**config.mk**
```make
export PLATFORM = sky130hd
export DESIGN_NAME = pitch_note_quantizer_hysteresis
export DESIGN_NICKNAME = d
export VERILOG_FILES = /design/src/rtl/pnq_pkg.sv /design/src/rtl/pnq_csr.sv /design/src/rtl/pnq_round.sv /design/src/rtl/pnq_lock.sv /design/src/rtl/pitch_note_quantizer_hysteresis.sv
export SDC_FILE = /design/constraint.sdc
export NUM_CORES = 1
export LEC_CHECK = 0
export ABC_CLOCK_PERIOD_IN_PS = 18500
export BUFFER_PORTS_ARGS = -buffer_cell sky130_fd_sc_hd__clkbuf_2
export CAP_MARGIN = 20
export CORE_MARGIN = 2
export CORE_UTILIZATION = 30
export CTS_BUF_LIST = sky130_fd_sc_hd__clkbuf_16
export CTS_CLUSTER_DIAMETER = 150
export CTS_CLUSTER_SIZE = 40
export DETAILED_ROUTE_END_ITERATION = 12
export GPL_ROUTABILITY_DRIVEN = 0
export PLACE_DENSITY_LB_ADDON = 0.05
export SLEW_MARGIN = 20
export SYNTH_ARGS = -nofsm -noshare
export SYNTH_HDL_FRONTEND = slang
export SYNTH_HIERARCHICAL = 1
export SYNTH_SLANG_ARGS = --single-unit
```
**constraint.sdc**
```tcl
create_clock -name clock -period 18.5 [get_ports clock]
set_input_delay 2.775 -clock clock [delete_from_list [all_inputs] [get_ports clock]]
set_output_delay 2.775 -clock clock [all_outputs]
set_load 0.01 [all_outputs]
```
**src/rtl/pnq_pkg.sv**
```systemverilog
// Shared types and constants for the pitch note quantizer.
package pnq_pkg;

   localparam int PITCH_W       = 18;
   localparam int MARGIN_W      = 11;
   localparam int SEMI_W        = 4;
   localparam int OCT_W         = 4;
   localparam int BAND_W        = 2;
   localparam int DEV_W         = 12;
   localparam int SEMIS_PER_OCT = 12;

   localparam int CSR_ADDR_W  = 3;
   localparam int CSR_DATA_W  = 32;
   localparam int CSR_INDEX_W = 1;

   localparam logic [CSR_INDEX_W-1:0] REG_MARGIN   = 1'b0;
   localparam logic [MARGIN_W-1:0]    MARGIN_RESET = 11'd320;

   typedef enum logic {
      FUNC_SAMPLE = 1'b0,
      FUNC_CLEAR  = 1'b1
   } func_type;

   typedef enum logic [BAND_W-1:0] {
      BAND_LOWER  = 2'd0,
      BAND_MIDDLE = 2'd1,
      BAND_UPPER  = 2'd2,
      BAND_OTHER  = 2'd3
   } band_type;

   typedef struct packed {
      logic valid;
      logic clear;
   } stage_ctl_type;

endpackage

```
**src/rtl/pnq_csr.sv**
```systemverilog
// Register port holding the hysteresis margin.
module pnq_csr import pnq_pkg::*; (
   input  logic                  clock,
   input  logic                  reset,
   input  logic                  csr_psel,
   input  logic                  csr_penable,
   input  logic                  csr_pwrite,
   input  logic [CSR_ADDR_W-1:0] csr_paddr,
   input  logic [CSR_DATA_W-1:0] csr_pwdata,
   output logic [CSR_DATA_W-1:0] csr_prdata,
   output logic                  csr_pready,
   output logic [MARGIN_W-1:0]   margin
);

   logic [MARGIN_W-1:0]    margin_ff;
   logic [CSR_INDEX_W-1:0] index;
   logic                   write_en;

   assign index      = csr_paddr[CSR_ADDR_W-1 -: CSR_INDEX_W];
   assign write_en   = csr_psel && csr_penable && csr_pwrite;
   assign csr_pready = 1'b1;
   assign margin     = margin_ff;

   always_ff @(posedge clock) begin
      if (reset) begin
         margin_ff <= MARGIN_RESET;
      end else if (write_en && (index == REG_MARGIN)) begin
         margin_ff <= csr_pwdata[MARGIN_W-1:0];
      end
   end

   always_comb begin
      unique case (index)
         REG_MARGIN: begin
            csr_prdata = {{(CSR_DATA_W-MARGIN_W){1'b0}}, margin_ff};
         end
         default: begin
            csr_prdata = '0;
         end
      endcase
   end

endmodule

```
**src/rtl/pnq_round.sv**
```systemverilog
// Input register, pitch saturation and nearest-semitone rounding stage.
module pnq_round import pnq_pkg::*; #(
   parameter int FRAC_BITS   = 4,
   parameter int MAX_OCTAVES = 4,
   localparam int UNITS_SEMI = 100 * (2 ** FRAC_BITS),
   localparam int HALF_SEMI  = 50 * (2 ** FRAC_BITS),
   localparam int LIMIT      = MAX_OCTAVES * 1200 * (2 ** FRAC_BITS),
   localparam int PITCH_SPAN = 2 ** (PITCH_W - 1),
   localparam int MAG_MAX    = (LIMIT < PITCH_SPAN) ? LIMIT : PITCH_SPAN,
   localparam int XW         = $clog2(MAG_MAX + HALF_SEMI + 1),
   localparam int QMAX       = (MAG_MAX + HALF_SEMI) / UNITS_SEMI,
   localparam int QW         = $clog2(QMAX + 1),
   localparam int CW         = QW + 1,
   localparam int UW         = XW + 2
) (
   input  logic                       clock,
   input  logic                       reset,
   input  logic                       req_valid,
   output logic                       req_ready,
   input  logic                       req_func,
   input  logic signed [PITCH_W-1:0]  req_pitch_cents,
   output stage_ctl_type              mid_ctl,
   output logic signed [UW-1:0]       mid_pitch,
   output logic signed [CW-1:0]       mid_center,
   input  logic                       mid_ready
);

   localparam int SW_A = $clog2(LIMIT + 1) + 3;
   localparam int SW   = (SW_A > PITCH_W + 2) ? SW_A : PITCH_W + 2;
   localparam int SH   = XW + $clog2(UNITS_SEMI);
   localparam int MW   = XW + 1;
   localparam int PW   = XW + MW;
   localparam logic [63:0] MULT_WIDE =
      ((64'd1 << SH) + 64'(UNITS_SEMI) - 64'd1) / 64'(UNITS_SEMI);
   localparam logic [MW-1:0]        MULT   = MULT_WIDE[MW-1:0];
   localparam logic signed [SW-1:0] SAT_HI = SW'(LIMIT - 1);
   localparam logic signed [SW-1:0] SAT_LO = SW'(-LIMIT);
   localparam logic [SW-1:0]        HALF_S = SW'(HALF_SEMI);

   logic                      in_valid_ff, in_valid_in;
   logic                      in_func_ff;
   logic signed [PITCH_W-1:0] in_pitch_ff;

   logic                      mid_valid_ff, mid_valid_in;
   logic                      mid_clear_ff;
   logic signed [UW-1:0]      mid_pitch_ff, mid_pitch_in;
   logic signed [CW-1:0]      mid_center_ff, mid_center_in;

   logic                      load_mid;
   logic                      neg;
   logic signed [SW-1:0]      pitch_ext, pitch_sat;
   logic [SW-1:0]             mag, mag_half;
   logic [XW-1:0]             x;
   logic [PW-1:0]             prod;
   logic [QW-1:0]             q;
   logic [CW-1:0]             q_ext;

   assign load_mid  = in_valid_ff && (!mid_valid_ff || mid_ready);
   assign req_ready = !in_valid_ff || load_mid;

   always_comb begin
      in_valid_in  = (req_valid && req_ready) || (in_valid_ff && !load_mid);
      mid_valid_in = load_mid || (mid_valid_ff && !mid_ready);
   end

   always_comb begin
      pitch_ext = {{(SW-PITCH_W){in_pitch_ff[PITCH_W-1]}}, in_pitch_ff};
      priority if (pitch_ext < SAT_LO) begin
         pitch_sat = SAT_LO;
      end else if (pitch_ext > SAT_HI) begin
         pitch_sat = SAT_HI;
      end else begin
         pitch_sat = pitch_ext;
      end
      neg      = pitch_sat[SW-1];
      mag      = neg ? -pitch_sat : pitch_sat;
      mag_half = mag + HALF_S;
      x        = mag_half[XW-1:0];
      prod     = PW'(x) * PW'(MULT);
      q        = prod[SH +: QW];
      q_ext    = {1'b0, q};
      mid_center_in = neg ? -q_ext : q_ext;
      mid_pitch_in  = pitch_sat[UW-1:0];
   end

   always_ff @(posedge clock) begin
      if (reset) begin
         in_valid_ff  <= 1'b0;
         mid_valid_ff <= 1'b0;
      end else begin
         in_valid_ff  <= in_valid_in;
         mid_valid_ff <= mid_valid_in;
      end
      if (req_valid && req_ready) begin
         in_func_ff  <= req_func;
         in_pitch_ff <= req_pitch_cents;
      end
      if (load_mid) begin
         mid_clear_ff  <= (in_func_ff == FUNC_CLEAR);
         mid_pitch_ff  <= mid_pitch_in;
         mid_center_ff <= mid_center_in;
      end
   end

   assign mid_ctl.valid = mid_valid_ff;
   assign mid_ctl.clear = mid_clear_ff;
   assign mid_pitch     = mid_pitch_ff;
   assign mid_center    = mid_center_ff;

endmodule

```
**src/rtl/pnq_lock.sv**
```systemverilog
// Lock state, hysteresis decision and result register.
module pnq_lock import pnq_pkg::*; #(
   parameter int FRAC_BITS   = 4,
   parameter int MAX_OCTAVES = 4,
   localparam int UNITS_SEMI = 100 * (2 ** FRAC_BITS),
   localparam int HALF_SEMI  = 50 * (2 ** FRAC_BITS),
   localparam int LIMIT      = MAX_OCTAVES * 1200 * (2 ** FRAC_BITS),
   localparam int PITCH_SPAN = 2 ** (PITCH_W - 1),
   localparam int MAG_MAX    = (LIMIT < PITCH_SPAN) ? LIMIT : PITCH_SPAN,
   localparam int XW         = $clog2(MAG_MAX + HALF_SEMI + 1),
   localparam int QMAX       = (MAG_MAX + HALF_SEMI) / UNITS_SEMI,
   localparam int QW         = $clog2(QMAX + 1),
   localparam int CW         = QW + 1,
   localparam int UW         = XW + 2
) (
   input  logic                      clock,
   input  logic                      reset,
   input  logic [MARGIN_W-1:0]       margin,
   input  stage_ctl_type             mid_ctl,
   input  logic signed [UW-1:0]      mid_pitch,
   input  logic signed [CW-1:0]      mid_center,
   output logic                      mid_ready,
   output logic                      rsp_valid,
   input  logic                      rsp_ready,
   output logic [SEMI_W-1:0]         rsp_semitone,
   output logic signed [OCT_W-1:0]   rsp_octave,
   output logic [BAND_W-1:0]         rsp_band,
   output logic signed [DEV_W-1:0]   rsp_deviation
);

   localparam int DW   = UW + 1;
   localparam int OQW  = CW - 3;
   localparam int S12  = CW + 4;
   localparam int M12W = CW + 1;
   localparam int P12W = CW + M12W;
   localparam logic [63:0] M12_WIDE =
      ((64'd1 << S12) + 64'(SEMIS_PER_OCT) - 64'd1) / 64'(SEMIS_PER_OCT);
   localparam logic [M12W-1:0]      M12     = M12_WIDE[M12W-1:0];
   localparam logic signed [UW-1:0] SEMI_S  = UW'(UNITS_SEMI);
   localparam logic signed [CW-1:0] OCT_M1  = CW'(-1);
   localparam logic signed [CW-1:0] OCT_0   = CW'(0);
   localparam logic signed [CW-1:0] OCT_P1  = CW'(1);

   logic                      lock_ff;
   logic signed [UW-1:0]      units_ff;
   logic signed [CW-1:0]      oct_ff;
   logic [SEMI_W-1:0]         semi_ff;

   logic                      out_valid_ff, out_valid_in;
   logic [SEMI_W-1:0]         out_semi_ff;
   logic signed [OCT_W-1:0]   out_oct_ff;
   logic [BAND_W-1:0]         out_band_ff;
   logic signed [DEV_W-1:0]   out_dev_ff;

   logic                      fire;
   logic signed [DW-1:0]      diff;
   logic [DW-1:0]             abs_diff;
   logic [DW:0]               twice_diff, thresh;
   logic                      relock;
   logic signed [UW-1:0]      center_ext, cand_units;
   logic                      cand_neg;
   logic [CW-1:0]             cand_mag, y;
   logic [P12W-1:0]           prod12;
   logic [OQW-1:0]            oq;
   logic [CW-1:0]             oq_ext;
   logic signed [CW-1:0]      cand_oct;
   logic signed [CW+1:0]      oct_wide, oct_x12, center_wide, semi_wide;
   logic [SEMI_W-1:0]         cand_semi;
   logic signed [UW-1:0]      units_new;
   logic signed [CW-1:0]      oct_new;
   logic [SEMI_W-1:0]         semi_new;
   logic signed [DW-1:0]      dev_full;
   band_type                  band_new;

   assign mid_ready = !out_valid_ff || rsp_ready;
   assign fire      = mid_ctl.valid && mid_ready;

   always_comb begin
      out_valid_in = (fire && !mid_ctl.clear) || (out_valid_ff && !rsp_ready);
   end

   always_comb begin
      diff       = {mid_pitch[UW-1], mid_pitch} - {units_ff[UW-1], units_ff};
      abs_diff   = diff[DW-1] ? -diff : diff;
      twice_diff = {abs_diff, 1'b0};
      thresh     = (DW+1)'(UNITS_SEMI) + (DW+1)'(margin);
      relock     = !lock_ff || (twice_diff > thresh);

      center_ext = {{(UW-CW){mid_center[CW-1]}}, mid_center};
      cand_units = center_ext * SEMI_S;

      // floored division of the candidate center by twelve
      cand_neg = mid_center[CW-1];
      cand_mag = cand_neg ? -mid_center : mid_center;
      y        = cand_mag + (cand_neg ? CW'(SEMIS_PER_OCT - 1) : CW'(0));
      prod12   = P12W'(y) * P12W'(M12);
      oq       = prod12[S12 +: OQW];
      oq_ext   = {{(CW-OQW){1'b0}}, oq};
      cand_oct = cand_neg ? -oq_ext : oq_ext;

      oct_wide    = {{2{cand_oct[CW-1]}}, cand_oct};
      oct_x12     = (oct_wide <<< 3) + (oct_wide <<< 2);
      center_wide = {{2{mid_center[CW-1]}}, mid_center};
      semi_wide   = center_wide - oct_x12;
      cand_semi   = semi_wide[SEMI_W-1:0];

      units_new = relock ? cand_units : units_ff;
      oct_new   = relock ? cand_oct   : oct_ff;
      semi_new  = relock ? cand_semi  : semi_ff;
      dev_full  = {mid_pitch[UW-1], mid_pitch} - {units_new[UW-1], units_new};

      priority if (oct_new == OCT_M1) begin
         band_new = BAND_LOWER;
      end else if (oct_new == OCT_0) begin
         band_new = BAND_MIDDLE;
      end else if (oct_new == OCT_P1) begin
         band_new = BAND_UPPER;
      end else begin
         band_new = BAND_OTHER;
      end
   end

   always_ff @(posedge clock) begin
      if (reset) begin
         out_valid_ff <= 1'b0;
         lock_ff      <= 1'b0;
         units_ff     <= '0;
         oct_ff       <= '0;
         semi_ff      <= '0;
      end else begin
         out_valid_ff <= out_valid_in;
         if (fire) begin
            if (mid_ctl.clear) begin
               lock_ff  <= 1'b0;
               units_ff <= '0;
               oct_ff   <= '0;
               semi_ff  <= '0;
            end else begin
               lock_ff  <= 1'b1;
               units_ff <= units_new;
               oct_ff   <= oct_new;
               semi_ff  <= semi_new;
            end
         end
      end
      if (fire && !mid_ctl.clear) begin
         out_semi_ff <= semi_new;
         out_oct_ff  <= oct_new[OCT_W-1:0];
         out_band_ff <= band_new;
         out_dev_ff  <= dev_full[DEV_W-1:0];
      end
   end

   assign rsp_valid     = out_valid_ff;
   assign rsp_semitone  = out_semi_ff;
   assign rsp_octave    = out_oct_ff;
   assign rsp_band      = out_band_ff;
   assign rsp_deviation = out_dev_ff;

endmodule

```
**src/rtl/pitch_note_quantizer_hysteresis.sv**
```systemverilog
// Top level of the semitone quantizer with hysteresis.
//
// Request channel (req_): one beat carries func and pitch_cents. func selects
// a pitch sample or a clear; a clear drops the lock and returns no beat.
// Result channel (rsp_): semitone, octave, band and deviation of a sample.
// Register port (csr_): hysteresis margin at byte address 0, reset 320.
//
// Throughput: one beat per cycle while rsp_ready is held high. The only loop is
// the lock state in the decision stage, which is read and written in the same cycle.
// A taken request beat passes through the input register, rounding register
// and result register, in that order, before rsp_valid rises.
// A stalled receiver holds the result register; the input and rounding
// registers still fill, so up to two more beats are taken before req_ready
// drops.
// Reset clears all valid flags and the lock, and loads the margin default.
// Margin writes must be made only while no beat is in flight; not enforced.
module pitch_note_quantizer_hysteresis import pnq_pkg::*; #(
   parameter int FRAC_BITS   = 4,
   parameter int MAX_OCTAVES = 4
) (
   input  logic                      clock,
   input  logic                      reset,
   input  logic                      req_valid,
   output logic                      req_ready,
   input  logic                      req_func,
   input  logic signed [PITCH_W-1:0] req_pitch_cents,
   output logic                      rsp_valid,
   input  logic                      rsp_ready,
   output logic [SEMI_W-1:0]         rsp_semitone,
   output logic signed [OCT_W-1:0]   rsp_octave,
   output logic [BAND_W-1:0]         rsp_band,
   output logic signed [DEV_W-1:0]   rsp_deviation,
   input  logic                      csr_psel,
   input  logic                      csr_penable,
   input  logic                      csr_pwrite,
   input  logic [CSR_ADDR_W-1:0]     csr_paddr,
   input  logic [CSR_DATA_W-1:0]     csr_pwdata,
   output logic [CSR_DATA_W-1:0]     csr_prdata,
   output logic                      csr_pready
);

   localparam int UNITS_SEMI = 100 * (2 ** FRAC_BITS);
   localparam int HALF_SEMI  = 50 * (2 ** FRAC_BITS);
   localparam int LIMIT      = MAX_OCTAVES * 1200 * (2 ** FRAC_BITS);
   localparam int PITCH_SPAN = 2 ** (PITCH_W - 1);
   localparam int MAG_MAX    = (LIMIT < PITCH_SPAN) ? LIMIT : PITCH_SPAN;
   localparam int XW         = $clog2(MAG_MAX + HALF_SEMI + 1);
   localparam int QMAX       = (MAG_MAX + HALF_SEMI) / UNITS_SEMI;
   localparam int QW         = $clog2(QMAX + 1);
   localparam int CW         = QW + 1;
   localparam int UW         = XW + 2;

   logic [MARGIN_W-1:0]   margin;
   stage_ctl_type         mid_ctl;
   logic signed [UW-1:0]  mid_pitch;
   logic signed [CW-1:0]  mid_center;
   logic                  mid_ready;

   pnq_csr u_csr (
      .clock       (clock),
      .reset       (reset),
      .csr_psel    (csr_psel),
      .csr_penable (csr_penable),
      .csr_pwrite  (csr_pwrite),
      .csr_paddr   (csr_paddr),
      .csr_pwdata  (csr_pwdata),
      .csr_prdata  (csr_prdata),
      .csr_pready  (csr_pready),
      .margin      (margin)
   );

   pnq_round #(
      .FRAC_BITS   (FRAC_BITS),
      .MAX_OCTAVES (MAX_OCTAVES)
   ) u_round (
      .clock           (clock),
      .reset           (reset),
      .req_valid       (req_valid),
      .req_ready       (req_ready),
      .req_func        (req_func),
      .req_pitch_cents (req_pitch_cents),
      .mid_ctl         (mid_ctl),
      .mid_pitch       (mid_pitch),
      .mid_center      (mid_center),
      .mid_ready       (mid_ready)
   );

   pnq_lock #(
      .FRAC_BITS   (FRAC_BITS),
      .MAX_OCTAVES (MAX_OCTAVES)
   ) u_lock (
      .clock         (clock),
      .reset         (reset),
      .margin        (margin),
      .mid_ctl       (mid_ctl),
      .mid_pitch     (mid_pitch),
      .mid_center    (mid_center),
      .mid_ready     (mid_ready),
      .rsp_valid     (rsp_valid),
      .rsp_ready     (rsp_ready),
      .rsp_semitone  (rsp_semitone),
      .rsp_octave    (rsp_octave),
      .rsp_band      (rsp_band),
      .rsp_deviation (rsp_deviation)
   );

endmodule
```
======== Word level (Yosys, flattened, before mapping) ========
Cells that the tools add are included.
word-level totals
  flip-flop bits (word level) ............. 113
  input bits .............................. 61
  output and inout port bits .............. 57
  word-level logic and storage cells ...... 85
operators by class
  add/subtract/negate cells ............... 12
  multiply operators ...................... 3
  $lt $le $gt $ge ......................... 3
  equality and inequality tests ........... 2
  mux-type cells .......................... 18
  bitwise operators ....................... 1
  reduce and logical (&&, ||, !) cells .... 27
operator list
  operator                                                                number
  20-bit 2-to-1 mux                                                       3
  19-bit 2-to-1 mux                                                       2
  17-bit by 18-bit multiplier with 34-bit output (second input constant)  1
  7-bit 2-to-1 mux                                                        4
  21-bit greater-than comparator                                          1
  20-bit negation                                                         1
  19-bit by 19-bit subtractor with 20-bit output                          1
  18-bit greater-than comparator (second input constant)                  1
  18-bit less-than comparator (second input constant)                     1
  17-bit by 10-bit adder with 17-bit output (second input constant)       1
  17-bit 2-to-1 mux                                                       1
  17-bit negation                                                         1
  7-bit by 8-bit multiplier with 15-bit output (second input constant)    1
  7-bit by 6-bit multiplier with 13-bit output (second input constant)    1
  11-bit by 11-bit adder with 12-bit output (first input constant)        1
  4-bit 2-to-1 mux                                                        3
  12-bit subtractor                                                       1
  11-bit 2-to-1 mux                                                       1
  1-bit logical AND                                                       10
  1-bit zero test                                                         8
  7-bit adder                                                             1
  7-bit by 1-bit equality test with 1-bit output (second input constant)  1
  7-bit by 2-bit equality test with 1-bit output (second input constant)  1
  7-bit zero test                                                         1
  other kinds (10)                                                        18

======== Depth between registers and ports, before layout ========
  word-level depth ........................ 10
  gate-level depth with buffers ........... 42
  mapped depth without buffers ............ 39

======== Modules after synthesis ========
The synthesis kept the hierarchy.
modules (own cells, without submodules)
  module     instances  cells an instance  area each (sq um)  seq. area each (sq um)
  pnq_round  1          846                8190.4             1391.3
  pnq_lock   1          788                6608.8             1301.2
  pnq_csr    1          84                 747.0              220.2

======== Worst setup path before layout ========
No wires, ideal clock.
  path type ............................... flip-flop to flip-flop
  start point ............................. register u_round.in_pitch_ff[17]
  end point ............................... register u_round.mid_center_ff[6], in the netlist u_round/mid_center[6] (data pin)
  data arrival time ....................... 9639 ps
  setup slack ............................. 8597 ps
  stages on the path, launching flop included .. 42
  buffers on the path ..................... 3
  cell sequence ........................... edfxtp_1 -> buf_4 -> nand3b_2 -> o22ai_4 -> buf_2 -> buf_1 -> nor2_1 -> nor2_1 -> inv_1 -> ha_1 -> nand4_1 -> o21a_1 -> nand2_1 -> xor2_1 -> inv_1 -> ha_1 -> inv_1 -> o22ai_1 -> [6 not listed] -> fa_1 -> inv_1 -> fa_1 -> fa_1 -> fa_1 -> inv_1 -> fa_1 -> inv_1 -> ha_1 -> nand3_1 -> nor4_1 -> o211ai_1 -> a31oi_1 -> o21ai_0 -> o21bai_1 -> xnor2_1 -> xnor2_1 -> o41a_1
on the way
  word-level cells in the longest chain between the ends .. 8
  elaborated cells on any way between the ends .. 9
ends and longest elaborated chain
  element                                             RTL line          RTL
  from (decl)                                         pnq_round.sv:42   logic signed [PITCH_W-1:0] in_pitch_ff;
  from (signal assigned)                              pnq_round.sv:96   in_pitch_ff <= req_pitch_cents;
  18-bit greater-than comparator                      pnq_round.sv:70   end else if (pitch_ext > SAT_HI) begin
  20-bit 2-to-1 mux                                   pnq_round.sv:70
  20-bit 2-to-1 mux (*)                               pnq_round.sv:68   priority if (pitch_ext < SAT_LO) begin
  17-bit negation                                     pnq_round.sv:76   mag = neg ? -pitch_sat : pitch_sat;
  17-bit 2-to-1 mux (*)                               pnq_round.sv:76
  via u_round.mag[0]                                  pnq_round.sv:52   logic [SW-1:0] mag, mag_half;
  17-bit by 10-bit adder with 17-bit output (*)       pnq_round.sv:77   mag_half = mag + HALF_S;
  17-bit by 18-bit multiplier with 34-bit output (*)  pnq_round.sv:79   prod = PW'(x) * PW'(MULT);
  6-bit negation with 7-bit output (*)                pnq_round.sv:82   mid_center_in = neg ? -q_ext : q_ext;
  to (signal assigned)                                pnq_round.sv:101  mid_center_ff <= mid_center_in;
  to (decl)                                           pnq_round.sv:47   logic signed [CW-1:0] mid_center_ff, mid_center_in;
Mark *: on every way through the listed nets, which the timed path passes. The rest lies on a longest branch.
A chain may end at the register's enable or synchronous reset.

======== Worst setup path in the final report ========
  start point ............................. register u_round.in_pitch_ff[17]
  end point ............................... register u_round.mid_center_ff[6], in the netlist u_round/mid_center[6] (data pin)
on the way
  word-level cells in the longest chain between the ends .. 8
  elaborated cells on any way between the ends .. 9
ends and longest elaborated chain
  element                                             RTL line         RTL
  18-bit greater-than comparator                      pnq_round.sv:70
  20-bit 2-to-1 mux                                   pnq_round.sv:70
  20-bit 2-to-1 mux (*)                               pnq_round.sv:68
  via u_round.pitch_sat[1]                            pnq_round.sv:51  logic signed [SW-1:0] pitch_ext, pitch_sat;
  17-bit negation                                     pnq_round.sv:76
  17-bit 2-to-1 mux (*)                               pnq_round.sv:76
  17-bit by 10-bit adder with 17-bit output (*)       pnq_round.sv:77
  17-bit by 18-bit multiplier with 34-bit output (*)  pnq_round.sv:79
  6-bit negation with 7-bit output (*)                pnq_round.sv:82
Marks and branches as above.

==> impl_metrics.csv <==
group,metric,value,unit
run_status,run_status,"complete, no violations",
die,die-height,231.6,um
synth,syn_area,0.01555,mm^2
die,core_area,0.05130,mm^2
synth,yosys_most_used_dff,"sky130_fd_sc_hd__edfxtp_1",
grt,grt_max_degree,58,
placed_design,place_hpwl,34290,um
timing,setup_viol,0,
setup_path,cp_data_arrival_time,11.58,ns
min_path,hold_path.class,"register to register",
synth,ys_seq_elements,112,
setup_path,path_common_cell,"sky130_fd_sc_hd__inv_1",
clocking,bufs_on_longest_clock_path,2,
die,floorplan.initialDensity,30.30,%
timing,tns,0,ns
min_path,hold_path_depth,0,
timing,finalHoldViolations,0,
setup_path,worstPathMaxFanout,35,
clocking,clk_pin_slew_worst_paths,0.08,ns
finish,final_nets,2195,
clocking,clock_sink_total,112,
timing,timing.final.crit_share,61.95,%
synth,postSynthCellCount,1718,
job,cap_viol_max_count,0,
detailed_routing,antenna_violating_nets_post_route,0,
setup_path,r2r_setup_slack,7.04,ns
detailed_routing,met3_wirelength,613,um
clocking,htree_num_levels,3,
min_path,worstHoldEndpoint,"u_round/mid_clear_ff$_DFFE_PP_",
die,placement_rows,83,
synth,post_synth.cell_area_avg,9.049,um^2
setup_path,worst-endpoint-required,18.62,ns
grt,grt_pass1_vias,11900,
detailed_routing,wl_met2,20170,um
finish,insertedDiodeCount,0,
timing,worst-slew-pin-transition,1.057,ns
finish,finalCoreUtilization,32.75,%
placed_design,worst_slack_after_detailed_placement,6.991,ns
detailed_routing,dr.first_iter.drc_count,431,
setup_path,worst_r2r_endpoint,"u_round/mid_center[6]$_SDFFCE_PP0P_",
setup_path,r2r-start,"u_round/in_pitch_ff[17]$_DFFE_PP_",
min_path,worst_hold_startpoint,"u_round/in_func_ff$_DFFE_PP_",
placed_design,buffer_ports.inserted,72,
detailed_routing,m1WireLength,19600,um
detailed_routing,route.detailed.vias_per_inst,4.818,
synth,post-synth-top-area-fraction,20.52,%
grt,grt_pass1_wl,66320,um
clocking,cts_root_buf,"sky130_fd_sc_hd__clkbuf_16",
detailed_routing,route.final.wire_length,40890,um
finish,layout_cells_sized_above_1,7.980,%
die,die_w,231.6,um
synth,synth.lib_cells_used.distinct,104,
setup_path,worstSetupPathType,"register to register",
setup_path,crit_path_max_incr_delay,0.83,ns
setup_path,critical_path.startpoint_type,"register",
grt,antenna_found_initial,0,
die,ios,118,
timing,grt_setup_unrepaired,"no",
timing,layout_min_cycle_time,11.46,ns
placed_design,postPlaceCellArea,0.01651,mm^2
setup_path,critPathCaptureType,"register",
setup_path,timing.reg2reg.worst_path_depth,36,
timing,fin_worst_skew,0.01111,ns
detailed_routing,wl_per_cell,16.71,um
clocking,post_cts_resized,0,
synth,synth-warning-count,6,
detailed_routing,drcViolationCount,0,
timing,maxSlewViolCount,0,
synth,netlist_top_cells_count,"sky130_fd_sc_hd__inv_1, sky130_fd_sc_hd__ha_1, sky130_fd_sc_hd__fa_1",
synth,yosysTopAreaCell,"sky130_fd_sc_hd__ha_1",
synth,seq_area_frac_synth,18.74,%
timing,worst_slack,7.039,ns
clocking,cts_tree,"done",
clocking,worstSkewPairLatency,0.37,ns
clocking,post_cts_hold_buffer_count,0,
detailed_routing,via_count,11790,
setup_path,critical-path-slowest-cell,"sky130_fd_sc_hd__nor4_1",
timing,achievable-frequency,0.08725,GHz
synth,post_synth_main_area_contributors,"sky130_fd_sc_hd__ha_1, sky130_fd_sc_hd__fa_1, sky130_fd_sc_hd__edfxtp_1",
detailed_routing,drtPass1Iterations,5,
synth,number_of_enable_flip_flop_cells_after_synthesis,67,
finish,syn2layout_area_growth,8.072,%
clocking,post_cts.repair.setup_buffers,0,
grt,grt_overflow,0,
die,floorplan_die_area,0.05366,mm^2
timing,maxSlewHeadroom,29.04,%
clocking,tritoncts.num_buffers,9,
synth,ys_async_sr_fraction,0,%
detailed_routing,maxUsedRoutingLayer,"met4",
finish,finish.instance_area,0.01680,mm^2
grt,groute.usage.overall,15.68,%
synth,yosys.cell_count.top_type,"sky130_fd_sc_hd__inv_1",
==> flip-flops by register name, summed over array words and instances, names as in the netlist <==
name	flops
u_lock/rsp_band	2
u_round/mid_clear_ff	1
u_csr/margin	11
u_lock/rsp_valid	1
u_lock/lock_ff	1
u_round/mid_pitch	18
u_lock/rsp_deviation	12
u_round/mid_center	7
u_round/in_pitch_ff	18
u_round/in_func_ff	1
u_lock/units_ff	19
u_lock/oct_ff	7
u_round/in_valid_ff	1
u_lock/rsp_octave	4
u_lock/rsp_semitone	4
u_lock/semi_ff	4
u_round/mid_valid_ff	1
==> metrics by stage <==
| step | hold slack, ns | cells |
|---|---|---|
| after floorplan | 0.4003 | 1738 |
| after global placement | 0.4091 | 2431 |
| after detailed placement | 0.4390 | 2431 |
| after CTS | 0.4589 | 2447 |
| after global routing | 0.4725 | 2447 |
| final | 0.4488 | 2447 |
==> worst max path at each step <==
stage                                      start                                   to  slack (ns)  depth (start not counted)
2_1_floorplan  u_round/in_pitch_ff[17]$_DFFE_PP_  u_round/mid_center[6]$_SDFFCE_PP0P_        8.60                         41
3_3_place_gp   u_round/in_pitch_ff[17]$_DFFE_PP_  u_round/mid_center[6]$_SDFFCE_PP0P_        6.99                         36
3_5_place_dp   u_round/in_pitch_ff[17]$_DFFE_PP_  u_round/mid_center[6]$_SDFFCE_PP0P_        6.99                         38
4_1_cts        u_round/in_pitch_ff[17]$_DFFE_PP_  u_round/mid_center[6]$_SDFFCE_PP0P_        6.95                         38
5_1_grt        u_round/in_pitch_ff[17]$_DFFE_PP_  u_round/mid_center[6]$_SDFFCE_PP0P_        6.06                         38
6_report       u_round/in_pitch_ff[17]$_DFFE_PP_  u_round/mid_center[6]$_SDFFCE_PP0P_        7.04                         36
==> cells by family (layout without fill, tap and decap cells) <==
logic type,count (synthesis),after routing,share of synthesized area [%]
muxes,21,21,1.441
other,2,22,0.04831
adders and majority gates,372,372,35.59
xor gates and xnor gates,98,98,5.569
and+or+nand+nor,414,414,13.88
AOI/OAI and AO/OA,328,328,14.87
buffers and inverters,371,400,9.859
DFF,112,112,18.74
==> critical path, delay by kind of cell (launching register included) <==
kind,cells,cell delay (ns)
xor+xnor,2,0.91
fa+ha+maj,10,4.37
flops,1,0.33
buf+inv,9,1.14
compound gates,6,1.83
simple gates,9,2.59
==> cells in the final DEF (no fill, tap or decap), drive strengths merged, types with 22 or more instances in the layout <==
master	n
clkbuf	81
xnor2	64
o21ai	60
dfxtp	45
a21oi	79
fa	117
conb	22
nand2b	33
nor2	109
inv	304
xor2	34
nor3	33
nand3	41
ha	255
a21o	25
edfxtp	67
nand2	78
==> layout make-up <==
| cell class | count | area [um^2] |
|---|---|---|
| tap | 680 | 850.8 |
| clock buffer | 9 | 225.2 |
| inverter | 302 | 1134 |
| clock inverter | 7 | 62.56 |
| sequential | 112 | 2913 |
| fill | 5469 | 34500 |
| multi-input combinational | 1255 | 11180 |
| timing repair buffer | 82 | 435.4 |
==> layer usage <==
| metal | vias to the layer above | track usage (%) |
|---|---|---|
| met5 | - | 0 |
| met4 | 0 | 2.865 |
| met3 | 19 | 1.390 |
| met2 | 111 | 26.95 |
| met1 | 5706 | 21.54 |
| li1 | 5953 | - |
Power is not shown: default switching activity piles up to over one toggle a cycle in this logic, so the estimate is an artifact.
